## config.mk

```make
export PLATFORM = sky130hd
export DESIGN_NAME = dda_line_rasterizer_top
export DESIGN_NICKNAME = d
export VERILOG_FILES = /design/src/rtl/core/dlr_pkg.sv /design/src/rtl/core/dlr_datapath.sv /design/src/rtl/core/dlr_ctrl.sv /design/src/rtl/core/dda_line_rasterizer_top.sv
export VERILOG_INCLUDE_DIRS = /design/src /design/src/rtl/core
export SDC_FILE = /design/constraint.sdc
export NUM_CORES = 1
export LEC_CHECK = 0
export ABC_CLOCK_PERIOD_IN_PS = 20600
export BUFFER_PORTS_ARGS = -buffer_cell sky130_fd_sc_hd__buf_4
export CAP_MARGIN = 20
export CORE_UTILIZATION = 60
export CTS_CLUSTER_DIAMETER = 60
export DETAILED_ROUTE_END_ITERATION = 7
export GPL_TIMING_DRIVEN = 0
export HOLD_SLACK_MARGIN = 0.05
export MAX_ROUTING_LAYER = met4
export PLACE_DENSITY = 0.9
export SYNTH_ARGS = -nofsm -noshare
export SYNTH_HDL_FRONTEND = slang
export SYNTH_SLANG_ARGS = --single-unit
```

## constraint.sdc

```tcl
create_clock -name clk_i -period 20.6 [get_ports clk_i]
set_input_delay 4.12 -clock clk_i [delete_from_list [all_inputs] [get_ports clk_i]]
set_output_delay 4.12 -clock clk_i [all_outputs]
set_load 0.02 [all_outputs]
```

## src/rtl/core/dda_line_rasterizer_top_macros.svh

```systemverilog
// assertion macros shared by the line rasterizer rtl
`ifndef DDA_LINE_RASTERIZER_TOP_MACROS_SVH
`define DDA_LINE_RASTERIZER_TOP_MACROS_SVH

// same-cycle implication, sampled on clk_i, off while rst_ni is low
`define DLR_ASSERT_IMP(name, ante, cons) \
  name: assert property (@(posedge clk_i) disable iff (!rst_ni) (ante) |-> (cons)) \
    else $error("dlr assertion failed");

// next-cycle implication, sampled on clk_i, off while rst_ni is low
`define DLR_ASSERT_NXT(name, ante, cons) \
  name: assert property (@(posedge clk_i) disable iff (!rst_ni) (ante) |=> (cons)) \
    else $error("dlr assertion failed");

`endif

```

## src/rtl/core/dlr_pkg.sv

```systemverilog
// shared types and constants of the line rasterizer
`default_nettype none

package dlr_pkg;

  localparam int unsigned ADDR_W    = 32;
  localparam int unsigned COLOR_W   = 32;
  localparam int unsigned STRIDE_W  = 16;
  localparam int unsigned PBITS_W   = 6;
  localparam int unsigned BPP_W     = 3;
  localparam int unsigned CFG_IDX_W = 2;
  localparam int unsigned CFG_W     = 32;

  // configuration register indexes
  localparam logic [CFG_IDX_W-1:0] CFG_FRAME_BASE = 2'd0;
  localparam logic [CFG_IDX_W-1:0] CFG_ROW_STRIDE = 2'd1;
  localparam logic [CFG_IDX_W-1:0] CFG_PIXEL_BITS = 2'd2;

  localparam logic [PBITS_W-1:0] PIXEL_BITS_RST = 6'd32;

  // controller to datapath
  typedef struct packed {
    logic load;   // latch endpoints and color
    logic setup;  // deltas, directions, start products
    logic init;   // span, error terms, start address
    logic emit;   // push a pixel and advance the walker
  } cmd_t;

  // datapath to controller
  typedef struct packed {
    logic out_free;  // output register can take a pixel
    logic last;      // current pixel ends the segment
  } status_t;

endpackage

`default_nettype wire

```

## src/rtl/core/dlr_datapath.sv

```systemverilog
// line walker, address generation and output register
`default_nettype none

module dlr_datapath #(
  parameter int unsigned CoordBits = 12,
  parameter int unsigned MaxSpan   = 63
) (
  input  wire                              clk_i,
  input  wire                              rst_ni,
  input  dlr_pkg::cmd_t                    cmd_i,
  output dlr_pkg::status_t                 status_o,
  input  wire  [CoordBits-1:0]             x_start_i,
  input  wire  [CoordBits-1:0]             y_start_i,
  input  wire  [CoordBits-1:0]             x_end_i,
  input  wire  [CoordBits-1:0]             y_end_i,
  input  wire  [dlr_pkg::COLOR_W-1:0]      line_color_i,
  input  wire  [dlr_pkg::ADDR_W-1:0]       frame_base_i,
  input  wire  [dlr_pkg::STRIDE_W-1:0]     row_stride_i,
  input  wire  [dlr_pkg::BPP_W-1:0]        byte_step_i,
  output logic                             out_valid_o,
  input  wire                              out_stall_i,
  output logic [CoordBits-1:0]             pixel_x_o,
  output logic [CoordBits-1:0]             pixel_y_o,
  output logic [dlr_pkg::ADDR_W-1:0]       pixel_address_o,
  output logic [dlr_pkg::COLOR_W-1:0]      pixel_color_o,
  output logic                             last_pixel_o,
  output logic                             cut_short_o
);

  localparam int unsigned CntW   = $clog2(MaxSpan + 1);
  localparam int unsigned ProdYW = CoordBits + dlr_pkg::STRIDE_W;
  localparam int unsigned ProdXW = CoordBits + dlr_pkg::BPP_W;

  // segment registers
  logic [CoordBits-1:0]        x0_q, y0_q, x1_q, y1_q;
  logic [dlr_pkg::COLOR_W-1:0] color_q;
  logic [CoordBits-1:0]        ax_q, ay_q, span_q;
  logic                        negx_q, negy_q, cut_q;
  logic [dlr_pkg::ADDR_W-1:0]  prody_q, prodx_q, dxa_q, dya_q, addr_q;
  logic [CoordBits-1:0]        curx_q, cury_q, errx_q, erry_q;
  logic [CntW-1:0]             idx_q, total_q;
  logic                        out_valid_q;

  // setup stage
  logic                 negx_w, negy_w;
  logic [ProdYW-1:0]    prody_w;
  logic [ProdXW-1:0]    prodx_w;

  assign negx_w  = x1_q < x0_q;
  assign negy_w  = y1_q < y0_q;
  assign prody_w = y0_q * row_stride_i;
  assign prodx_w = x0_q * byte_step_i;

  // init stage
  logic [CoordBits-1:0]       span_w;
  logic                       cut_w;
  logic [dlr_pkg::ADDR_W-1:0] bpp_ext, stride_ext;

  assign span_w     = (ax_q > ay_q) ? ax_q : ay_q;
  assign cut_w      = span_w > CoordBits'(MaxSpan);
  assign bpp_ext    = {{(dlr_pkg::ADDR_W - dlr_pkg::BPP_W){1'b0}}, byte_step_i};
  assign stride_ext = {{(dlr_pkg::ADDR_W - dlr_pkg::STRIDE_W){1'b0}}, row_stride_i};

  // walker step: one compare and subtract per axis
  logic [CoordBits:0]         sumx_w, sumy_w;
  logic                       stepx_w, stepy_w;
  logic [CoordBits:0]         remx_w, remy_w;
  logic [dlr_pkg::ADDR_W-1:0] addr_next_w;

  assign sumx_w  = {1'b0, errx_q} + {1'b0, ax_q};
  assign sumy_w  = {1'b0, erry_q} + {1'b0, ay_q};
  assign stepx_w = sumx_w >= {1'b0, span_q};
  assign stepy_w = sumy_w >= {1'b0, span_q};
  assign remx_w  = sumx_w - {1'b0, span_q};
  assign remy_w  = sumy_w - {1'b0, span_q};
  assign addr_next_w = addr_q + (stepx_w ? dxa_q : '0) + (stepy_w ? dya_q : '0);

  logic last_w;
  assign last_w = idx_q == total_q;

  always_ff @(posedge clk_i) begin
    if (cmd_i.load) begin
      x0_q    <= x_start_i;
      y0_q    <= y_start_i;
      x1_q    <= x_end_i;
      y1_q    <= y_end_i;
      color_q <= line_color_i;
    end
    if (cmd_i.setup) begin
      negx_q  <= negx_w;
      negy_q  <= negy_w;
      ax_q    <= negx_w ? (x0_q - x1_q) : (x1_q - x0_q);
      ay_q    <= negy_w ? (y0_q - y1_q) : (y1_q - y0_q);
      prody_q <= dlr_pkg::ADDR_W'(prody_w);
      prodx_q <= dlr_pkg::ADDR_W'(prodx_w);
      curx_q  <= x0_q;
      cury_q  <= y0_q;
    end
    if (cmd_i.init) begin
      span_q  <= span_w;
      cut_q   <= cut_w;
      total_q <= cut_w ? CntW'(MaxSpan) : span_w[CntW-1:0];
      // ceiling bias for a falling axis
      errx_q  <= negx_q ? (span_w - 1'b1) : '0;
      erry_q  <= negy_q ? (span_w - 1'b1) : '0;
      dxa_q   <= negx_q ? (-bpp_ext) : bpp_ext;
      dya_q   <= negy_q ? (-stride_ext) : stride_ext;
      addr_q  <= frame_base_i + prody_q + prodx_q;
      idx_q   <= '0;
    end
    if (cmd_i.emit) begin
      pixel_x_o       <= curx_q;
      pixel_y_o       <= cury_q;
      pixel_address_o <= addr_q;
      pixel_color_o   <= color_q;
      last_pixel_o    <= last_w;
      cut_short_o     <= last_w && cut_q;
      errx_q <= stepx_w ? remx_w[CoordBits-1:0] : sumx_w[CoordBits-1:0];
      erry_q <= stepy_w ? remy_w[CoordBits-1:0] : sumy_w[CoordBits-1:0];
      if (stepx_w) begin
        curx_q <= negx_q ? (curx_q - 1'b1) : (curx_q + 1'b1);
      end
      if (stepy_w) begin
        cury_q <= negy_q ? (cury_q - 1'b1) : (cury_q + 1'b1);
      end
      addr_q <= addr_next_w;
      idx_q  <= idx_q + 1'b1;
    end
  end

  always_ff @(posedge clk_i or negedge rst_ni) begin
    if (!rst_ni) begin
      out_valid_q <= 1'b0;
    end else if (cmd_i.emit) begin
      out_valid_q <= 1'b1;
    end else if (!out_stall_i) begin
      out_valid_q <= 1'b0;
    end
  end

  assign out_valid_o       = out_valid_q;
  assign status_o.out_free = !out_valid_q || !out_stall_i;
  assign status_o.last     = last_w;

endmodule

`default_nettype wire

```

## src/rtl/core/dlr_ctrl.sv

```systemverilog
// sequencing state machine of the line rasterizer
`default_nettype none

module dlr_ctrl (
  input  wire              clk_i,
  input  wire              rst_ni,
  input  wire              in_valid_i,
  output logic             in_stall_o,
  input  dlr_pkg::status_t status_i,
  output dlr_pkg::cmd_t    cmd_o
);

  localparam logic [1:0] ST_IDLE  = 2'd0;
  localparam logic [1:0] ST_SETUP = 2'd1;
  localparam logic [1:0] ST_INIT  = 2'd2;
  localparam logic [1:0] ST_EMIT  = 2'd3;

  logic [1:0] state_q, state_d;

  always_comb begin
    state_d = state_q;
    cmd_o   = '0;
    case (state_q)
      ST_IDLE: begin
        if (in_valid_i) begin
          cmd_o.load = 1'b1;
          state_d    = ST_SETUP;
        end
      end
      ST_SETUP: begin
        cmd_o.setup = 1'b1;
        state_d     = ST_INIT;
      end
      ST_INIT: begin
        cmd_o.init = 1'b1;
        state_d    = ST_EMIT;
      end
      ST_EMIT: begin
        if (status_i.out_free) begin
          cmd_o.emit = 1'b1;
          if (status_i.last) begin
            state_d = ST_IDLE;
          end
        end
      end
      default: begin
        state_d = ST_IDLE;
      end
    endcase
  end

  always_ff @(posedge clk_i or negedge rst_ni) begin
    if (!rst_ni) begin
      state_q <= ST_IDLE;
    end else begin
      state_q <= state_d;
    end
  end

  assign in_stall_o = state_q != ST_IDLE;

endmodule

`default_nettype wire

```

## src/rtl/core/dda_line_rasterizer_top.sv

```systemverilog
// top level of the dda line rasterizer: config registers, controller and datapath
`default_nettype none

// Rasterizes one line segment per request: for endpoints (x0,y0)-(x1,y1) it
// emits steps+1 pixel requests, steps = max(|dx|,|dy|), pixel k at
// x0 + floor(k*dx/steps), y0 + floor(k*dy/steps), computed exactly with
// integer error terms. A zero-length segment yields one pixel. Segments
// longer than MAX_SPAN steps stop after MAX_SPAN+1 pixels and the final one
// has cut_short set. Each pixel carries the byte address
// frame_base + y*row_stride + x*(pixel_bits/8), modulo 2^32, plus the color.
// A segment goes through these steps: the request is taken; the deltas and
// the start products (y0*row_stride, x0*byte step) are formed; the span,
// error terms and start address are set; then the walker gives one pixel per
// cycle while the output is not stalled, and its per-step address update
// adds the row and column deltas to the previous address.
// The next segment is taken in the cycle after the last pixel has been
// loaded into the output register, while that pixel may still be waiting.
// Configuration is written through cfg_we_i / cfg_index_i / cfg_data_i:
// index 0 frame_base, 1 row_stride, 2 pixel_bits; other indexes are ignored.

`include "dda_line_rasterizer_top_macros.svh"

module dda_line_rasterizer_top #(
  parameter int unsigned COORD_BITS = 12,
  parameter int unsigned MAX_SPAN   = 63
) (
  input  wire                              clk_i,
  input  wire                              rst_ni,
  // configuration write port
  input  wire                              cfg_we_i,
  input  wire  [dlr_pkg::CFG_IDX_W-1:0]    cfg_index_i,
  input  wire  [dlr_pkg::CFG_W-1:0]        cfg_data_i,
  // segment requests
  input  wire                              in_valid_i,
  output logic                             in_stall_o,
  input  wire  [COORD_BITS-1:0]            x_start_i,
  input  wire  [COORD_BITS-1:0]            y_start_i,
  input  wire  [COORD_BITS-1:0]            x_end_i,
  input  wire  [COORD_BITS-1:0]            y_end_i,
  input  wire  [dlr_pkg::COLOR_W-1:0]      line_color_i,
  // pixel requests
  output logic                             out_valid_o,
  input  wire                              out_stall_i,
  output logic [COORD_BITS-1:0]            pixel_x_o,
  output logic [COORD_BITS-1:0]            pixel_y_o,
  output logic [dlr_pkg::ADDR_W-1:0]       pixel_address_o,
  output logic [dlr_pkg::COLOR_W-1:0]      pixel_color_o,
  output logic                             last_pixel_o,
  output logic                             cut_short_o
);

  // configuration registers; the user must write them only while the block is idle, the block does not enforce it
  logic [dlr_pkg::ADDR_W-1:0]   frame_base_q;
  logic [dlr_pkg::STRIDE_W-1:0] row_stride_q;
  logic [dlr_pkg::PBITS_W-1:0]  pixel_bits_q;

  always_ff @(posedge clk_i or negedge rst_ni) begin
    if (!rst_ni) begin
      frame_base_q <= '0;
      row_stride_q <= '0;
      pixel_bits_q <= dlr_pkg::PIXEL_BITS_RST;
    end else if (cfg_we_i) begin
      case (cfg_index_i)
        dlr_pkg::CFG_FRAME_BASE: begin
          frame_base_q <= cfg_data_i[dlr_pkg::ADDR_W-1:0];
        end
        dlr_pkg::CFG_ROW_STRIDE: begin
          row_stride_q <= cfg_data_i[dlr_pkg::STRIDE_W-1:0];
        end
        dlr_pkg::CFG_PIXEL_BITS: begin
          pixel_bits_q <= cfg_data_i[dlr_pkg::PBITS_W-1:0];
        end
        default: begin
          // unmapped index, write dropped
        end
      endcase
    end
  end

  // bytes per pixel: bits / 8 rounded down, any 6-bit value accepted
  logic [dlr_pkg::BPP_W-1:0] byte_step;
  assign byte_step = pixel_bits_q[dlr_pkg::PBITS_W-1:dlr_pkg::PBITS_W-dlr_pkg::BPP_W];

  dlr_pkg::cmd_t    cmd;
  dlr_pkg::status_t status;

  dlr_ctrl u_ctrl (
    .clk_i      (clk_i),
    .rst_ni     (rst_ni),
    .in_valid_i (in_valid_i),
    .in_stall_o (in_stall_o),
    .status_i   (status),
    .cmd_o      (cmd)
  );

  dlr_datapath #(
    .CoordBits (COORD_BITS),
    .MaxSpan   (MAX_SPAN)
  ) u_datapath (
    .clk_i           (clk_i),
    .rst_ni          (rst_ni),
    .cmd_i           (cmd),
    .status_o        (status),
    .x_start_i       (x_start_i),
    .y_start_i       (y_start_i),
    .x_end_i         (x_end_i),
    .y_end_i         (y_end_i),
    .line_color_i    (line_color_i),
    .frame_base_i    (frame_base_q),
    .row_stride_i    (row_stride_q),
    .byte_step_i     (byte_step),
    .out_valid_o     (out_valid_o),
    .out_stall_i     (out_stall_i),
    .pixel_x_o       (pixel_x_o),
    .pixel_y_o       (pixel_y_o),
    .pixel_address_o (pixel_address_o),
    .pixel_color_o   (pixel_color_o),
    .last_pixel_o    (last_pixel_o),
    .cut_short_o     (cut_short_o)
  );

  // a taken segment request locks the input until its last pixel is in the output register
  `DLR_ASSERT_NXT(a_accept_locks_input, in_valid_i && !in_stall_o, in_stall_o)
  // truncation is only ever flagged on the closing pixel
  `DLR_ASSERT_IMP(a_cut_only_on_last, out_valid_o && cut_short_o, last_pixel_o)
  // a pending mid-line pixel means the walker is still busy
  `DLR_ASSERT_IMP(a_busy_mid_line, out_valid_o && !last_pixel_o, in_stall_o)

endmodule

`default_nettype wire

```

[After elaboration in Yosys (flattened, before gate mapping)]
Index checks and enable logic that the tools add are counted.
Storage, ports and cells
  register bits: 465
  input port bits: 119
  output and inout bits: 92
  logic and storage cells: 124
Operators by class
  add/subtract/negate cells: 20
  $mul: 2
  order comparisons: 6
  equality and inequality tests: 10
  mux-type cells: 39
  reduce and logical (&&, ||, !) cells: 12
Operator list (count)
  $mux W12: 19
  $mux W32: 4
  $sub A12 B12 Y12: 6
  $add A32 B32 Y32: 2
  $sub A12 B1 Y12 const B: 3
  $add A32 B15 Y32: 1
  $add A32 B28 Y32: 1
  $neg A16 Y32: 1
  $neg A3 Y32: 1
  $mul A12 B16 Y28: 1
  $add A12 B12 Y13: 2
  $ge A13 B12 Y1: 2
  $add A12 B1 Y12 const B: 2
  $lt A12 B12 Y1: 2
  $mux W16: 1
  $mul A12 B3 Y15: 1
  $gt A12 B12 Y1: 1
  $gt A12 B6 Y1 const B: 1
  $mux W6: 2
  $mux W1: 8
  $pmux W2 S4: 1
  $add A6 B1 Y6 const B: 1
  $eq A2 B2 Y1 const B: 3
  $eq A6 B6 Y1: 1
  12 further kinds: 22

[Depth between registers and ports, before layout]
  depth after elaboration: 6
  mapped depth: 32
  mapped depth without buffers: 30

[Modules after synthesis]
Synthesis repeated with hierarchy kept, for this count alone.
Unflattened totals
  cells, all modules: 3065
  area total of the unflattened synthesis: 32537.5 um2
By module, submodules not included
  dlr_datapath: times used 1, cells each 2939, area each 30412.9 um2
  dda_line_rasterizer_top: times used 1, cells each 109, area each 1939.4 um2
  dlr_ctrl: times used 1, cells each 17, area each 185.2 um2

[Least setup slack after synthesis]
OpenSTA, ideal clock, no wires.
  path kind: input port to flip-flop
  start: in out_stall_i
  end: reg u_datapath.addr_q[10] in the netlist's numbering, data pin
  setup time: 399 ps
  data arrival time: 7427 ps
  required time: 20201 ps
  setup slack: 12774 ps
  stages: 6
  buffers on the path: 2
  cell sequence: nand2_1 > nand2_1 > inv_1 > clkbuf_1 > buf_1 > a21oi_1
RTL lines
  from (decl): RTL line dda_line_rasterizer_top.sv:43  | input wire out_stall_i,
  to (signal assigned): RTL line dlr_datapath.sv:108  | addr_q <= frame_base_i + prody_q + prodx_q;
  to (signal assigned): RTL line dlr_datapath.sv:126  | addr_q <= addr_next_w;
  to (decl): RTL line dlr_datapath.sv:39  | logic [dlr_pkg::ADDR_W-1:0] prody_q, prodx_q, dxa_q, dya_q, addr_q;

[Worst setup path after layout]
  start: reg u_datapath.ay_q[0]
  end: reg u_datapath.addr_q[30] in the netlist's numbering, data pin
On the way
  longest elaborated chain between the ends: 5
Ends and longest elaborated chain
  from (decl): RTL line dlr_datapath.sv:37  | logic [CoordBits-1:0] ax_q, ay_q, span_q;
  from (signal assigned): RTL line dlr_datapath.sv:93  | ay_q <= negy_w ? (y0_q - y1_q) : (y1_q - y0_q);
  $add A12 B12 Y13: RTL line dlr_datapath.sv:71  | assign sumy_w = {1'b0, erry_q} + {1'b0, ay_q};
  $ge A13 B12 Y1: RTL line dlr_datapath.sv:73  | assign stepy_w = sumy_w >= {1'b0, span_q};
  $mux W32: RTL line dlr_datapath.sv:76  | assign addr_next_w = addr_q + (stepx_w ? dxa_q : '0) + (stepy_w ? dya_q : '0);
  $add A32 B32 Y32: RTL line dlr_datapath.sv:76
  $mux W32: RTL line dlr_datapath.sv:111  | if (cmd_i.emit) begin
No other way between the ends.
A chain may end at the register's enable or synchronous reset.

==> impl_metrics.py <==
metrics = {
    "sta": {
        "drv_slew": 0,
        "setup_tns_ns": 0,
        "worst_slack_ns": 12.23,
        "skew_ns": 0.0256,
        "slew_headroom": 0.337,
        "finalSetupViolCount": 0,
        "period_share": 0.406,
        "worstMarginPinSlew_ns": 0.994,
        "fin_crit_ns": 8.37,
        "finalHoldViolCount": 0,
        "fmax_mhz": 119,
        "rsz0062_at_grt": "no",
    },
    "synthesis": {
        "synth_area_mm2": 0.0319,
        "asyncSetResetFlopFracSynth": 0.124,
        "synthDistinctLibCells": 77,
        "avgSynthCellArea_um2": 10.6,
        "syn_inst": 2995,
        "ys_ff_latch": 434,
        "synth_edf_count": 356,
        "syn_nets": 3611,
        "synth_warnings": 0,
        "synth_top_flop_cell": "edfxtp_1",
        "yosysSeqAreaShare": 0.393,
    },
    "finish": {
        "final_cell_mix": "inv_1, edfxtp_1, nand2_1, ha_1, buf_4",
        "regArea_mm2": 0.0125,
        "area_delta_synth_final_pct": 13.1,
        "multiInputGateArea_mm2": 0.0176,
        "fill_cells": 3523,
        "final_common_cell": "inv_1",
        "nets": 3877,
        "fin_area_mm2": 0.0361,
        "drive_above_1_share": 0.121,
    },
    "cts": {
        "clock_latency_ns": 0.61,
        "clockBufferDepth": 3,
        "root_buffer": "clkbuf_16",
        "numCtsBuffers": 49,
        "tritoncts": "built",
        "cts_resized": 0,
        "cts_setup_buffers": 0,
        "holdBufCountCts": 0,
        "clkSinkCount": 434,
        "clk_pin_slew_worst_paths_ns": 0.06,
        "ctsHtreeMaxLevel": 2,
    },
    "place": {
        "numPortBuffers": 210,
        "dp_hpwl_um": 63100,
        "gp_congestion": 0.982,
        "dpl_worst_slack_ns": 12.38,
        "dpl_cell_area_mm2": 0.0344,
    },
    "worst_setup_path": {
        "cp_slowest_stage_delay_ns": 0.59,
        "arrival_ns": 8.69,
        "cp.required_ns": 20.92,
        "cp_top_family": "compound AO/OA/AOI/OAI gates",
        "path_max_fanout": 10,
        "critPathKind": "register to register",
        "cp_slowest_cell": "edfxtp_1",
        "cp-end-kind": "register",
        "cp_common_cell": "ha_1",
        "crit_buf_inv": 3,
        "startpoint_type": "register",
    },
    "routing": {
        "wl_per_cell_um": 21.2,
        "vias": 24000,
        "via_per_inst": 6.02,
        "drt-pass1-iter-count": 6,
        "drc_errors": 0,
        "initialDrtViolationCount": 2466,
        "wirelength_um": 84600,
        "antenna_left": 0,
    },
    "grt": {
        "grt_pass1_vias": 24300,
        "antenna_found_initial": 4,
        "track_usage": 0.325,
        "overflow": 0,
        "grt_start_max_net_pins": 73,
        "grt_pass1_wl_um": 131000,
    },
    "die": {
        "die_y_um": 233,
        "core-area_mm2": 0.0526,
        "dieWidth_um": 233,
        "num_rows": 84,
        "initial_core_util": 0.607,
        "dieArea_mm2": 0.0541,
        "ios": 211,
    },
    "job": {
        "max_cap_violations": 0,
    },
    "worst_hold_path": {
        "hold_class": "register to register",
    },
    "run_status": {
        "status": "completed",
    },
}
[flip-flops by register name (all words and copies together), names as in the netlist, 15 cells and up]
signal / cells
frame_base_q: 32
u_datapath.dya_q: 31
u_datapath.prodx_q: 15
row_stride_q: 16
u_datapath.prody_q: 28
u_datapath.pixel_address_o: 32
u_datapath.color_q: 32
u_datapath.addr_q: 32
u_datapath.pixel_color_o: 32
[cell families after synthesis]
group                    after synthesis  share of synthesized area
multiplexers                         122                     0.0412
XOR/XNOR                             181                     0.0501
adder cells (fa/ha/maj)              497                      0.244
flip-flops                           434                      0.393
AO/OA/AOI/OAI                        530                      0.107
AND/OR/NAND/NOR                      750                      0.108
buffers and inverters                481                     0.0570
[worst paths after layout]
kind	start	cells after the start	to	slack, ns
worst min-delay path	u_datapath.color_q[13]	0	u_datapath.pixel_color_o[13]	0.41
worst max register to register	u_datapath.ay_q[0]	28	u_datapath.addr_q[30]	12.23
min in group asynchronous	rst_ni	1	frame_base_q[29]	3.57
worst max-delay path	u_datapath.ay_q[0]	28	u_datapath.addr_q[30]	12.23
worst min register to register	u_datapath.color_q[13]	0	u_datapath.pixel_color_o[13]	0.41
max in group asynchronous	rst_ni	1	frame_base_q[6]	16.47
[layer usage]
| layer | wire [um] | track usage | vias to the layer above |
|---|---|---|---|
| li1 | - | - | 10800 |
| met1 | 31900 | 0.405 | 11500 |
| met2 | 39400 | 0.514 | 1327 |
| met3 | 8240 | 0.0489 | 350 |
| met4 | 5000 | 0.171 | 0 |
| met5 | 0 | - | - |
[worst register-to-register path: cells and delay by family (launching register included)]
kind | cells | cell delay, ns
buffers and inverters | 3 | 1.07
multiplexers | 1 | 0.11
adder cells (fa/ha/maj) | 5 | 1.97
AO/OA/AOI/OAI | 13 | 3.34
XOR/XNOR | 2 | 0.30
AND/OR/NAND/NOR | 4 | 0.73
flip-flops | 1 | 0.59
[cell usage after synthesis, types with 3 or more instances]
master	number	share of area
and2_1	57	0.011
buf_2	7	0.0011
o31a_1	7	0.0019
nand3b_1	6	0.0014
inv_1	391	0.046
nand2_1	305	0.036
dfrtp_1	53	0.042
o21ai_1	11	0.0017
a21boi_0	12	0.0028
fa_1	209	0.13
nor2_1	169	0.020
or3_1	23	0.0045
dfxtp_1	24	0.015
a211oi_1	21	0.0049
a21o_1	58	0.014
nor4_1	8	0.0016
o221ai_1	4	0.0011
a31o_2	6	0.0016
mux2i_1	51	0.016
nor3_1	42	0.0066
nand3_1	41	0.0064
xor2_1	52	0.014
o41ai_1	3	0.00082
xnor2_1	128	0.035
nor2b_1	33	0.0065
mux2_2	70	0.025
o31ai_1	16	0.0038
clkbuf_1	73	0.0086
edfxtp_1	356	0.34
o21bai_1	19	0.0045
and3_1	15	0.0029
o211ai_1	13	0.0031
nand2b_1	25	0.0049
a31oi_1	15	0.0029
o22ai_1	20	0.0039
o21a_1	35	0.0082
a21oi_1	136	0.021
ha_1	288	0.11
o21ai_0	120	0.019
nor3b_1	7	0.0016
or4_1	3	0.00071
nand4_1	11	0.0022
buf_1	5	0.00059
[metrics by stage]
| step | hold WS (ns) | util | cells |
|---|---|---|---|
| after floorplan | 0.400 | - | 2995 |
| after global placement | 0.401 | 0.653 | 3893 |
| after detailed placement | 0.405 | 0.656 | 3897 |
| after CTS | 0.416 | 0.686 | 3989 |
| after global routing | 0.419 | 0.686 | 3994 |
| final | 0.415 | 0.686 | 3994 |
[layout make-up]
cell class | instances | share of cell area
antenna | 4 | 0.000278
buffer | 86 | 0.00933
clock buffer | 75 | 0.0386
clock inverter | 17 | 0.00579
inverter | 395 | 0.0411
multi-input combinational | 2080 | 0.487
sequential | 434 | 0.347
tap | 688 | 0.0239
timing repair buffer | 215 | 0.0463
Power is left out: the tool's default activity adds up to more than one toggle a clock period on the data nets, which glitch-free logic cannot reach.
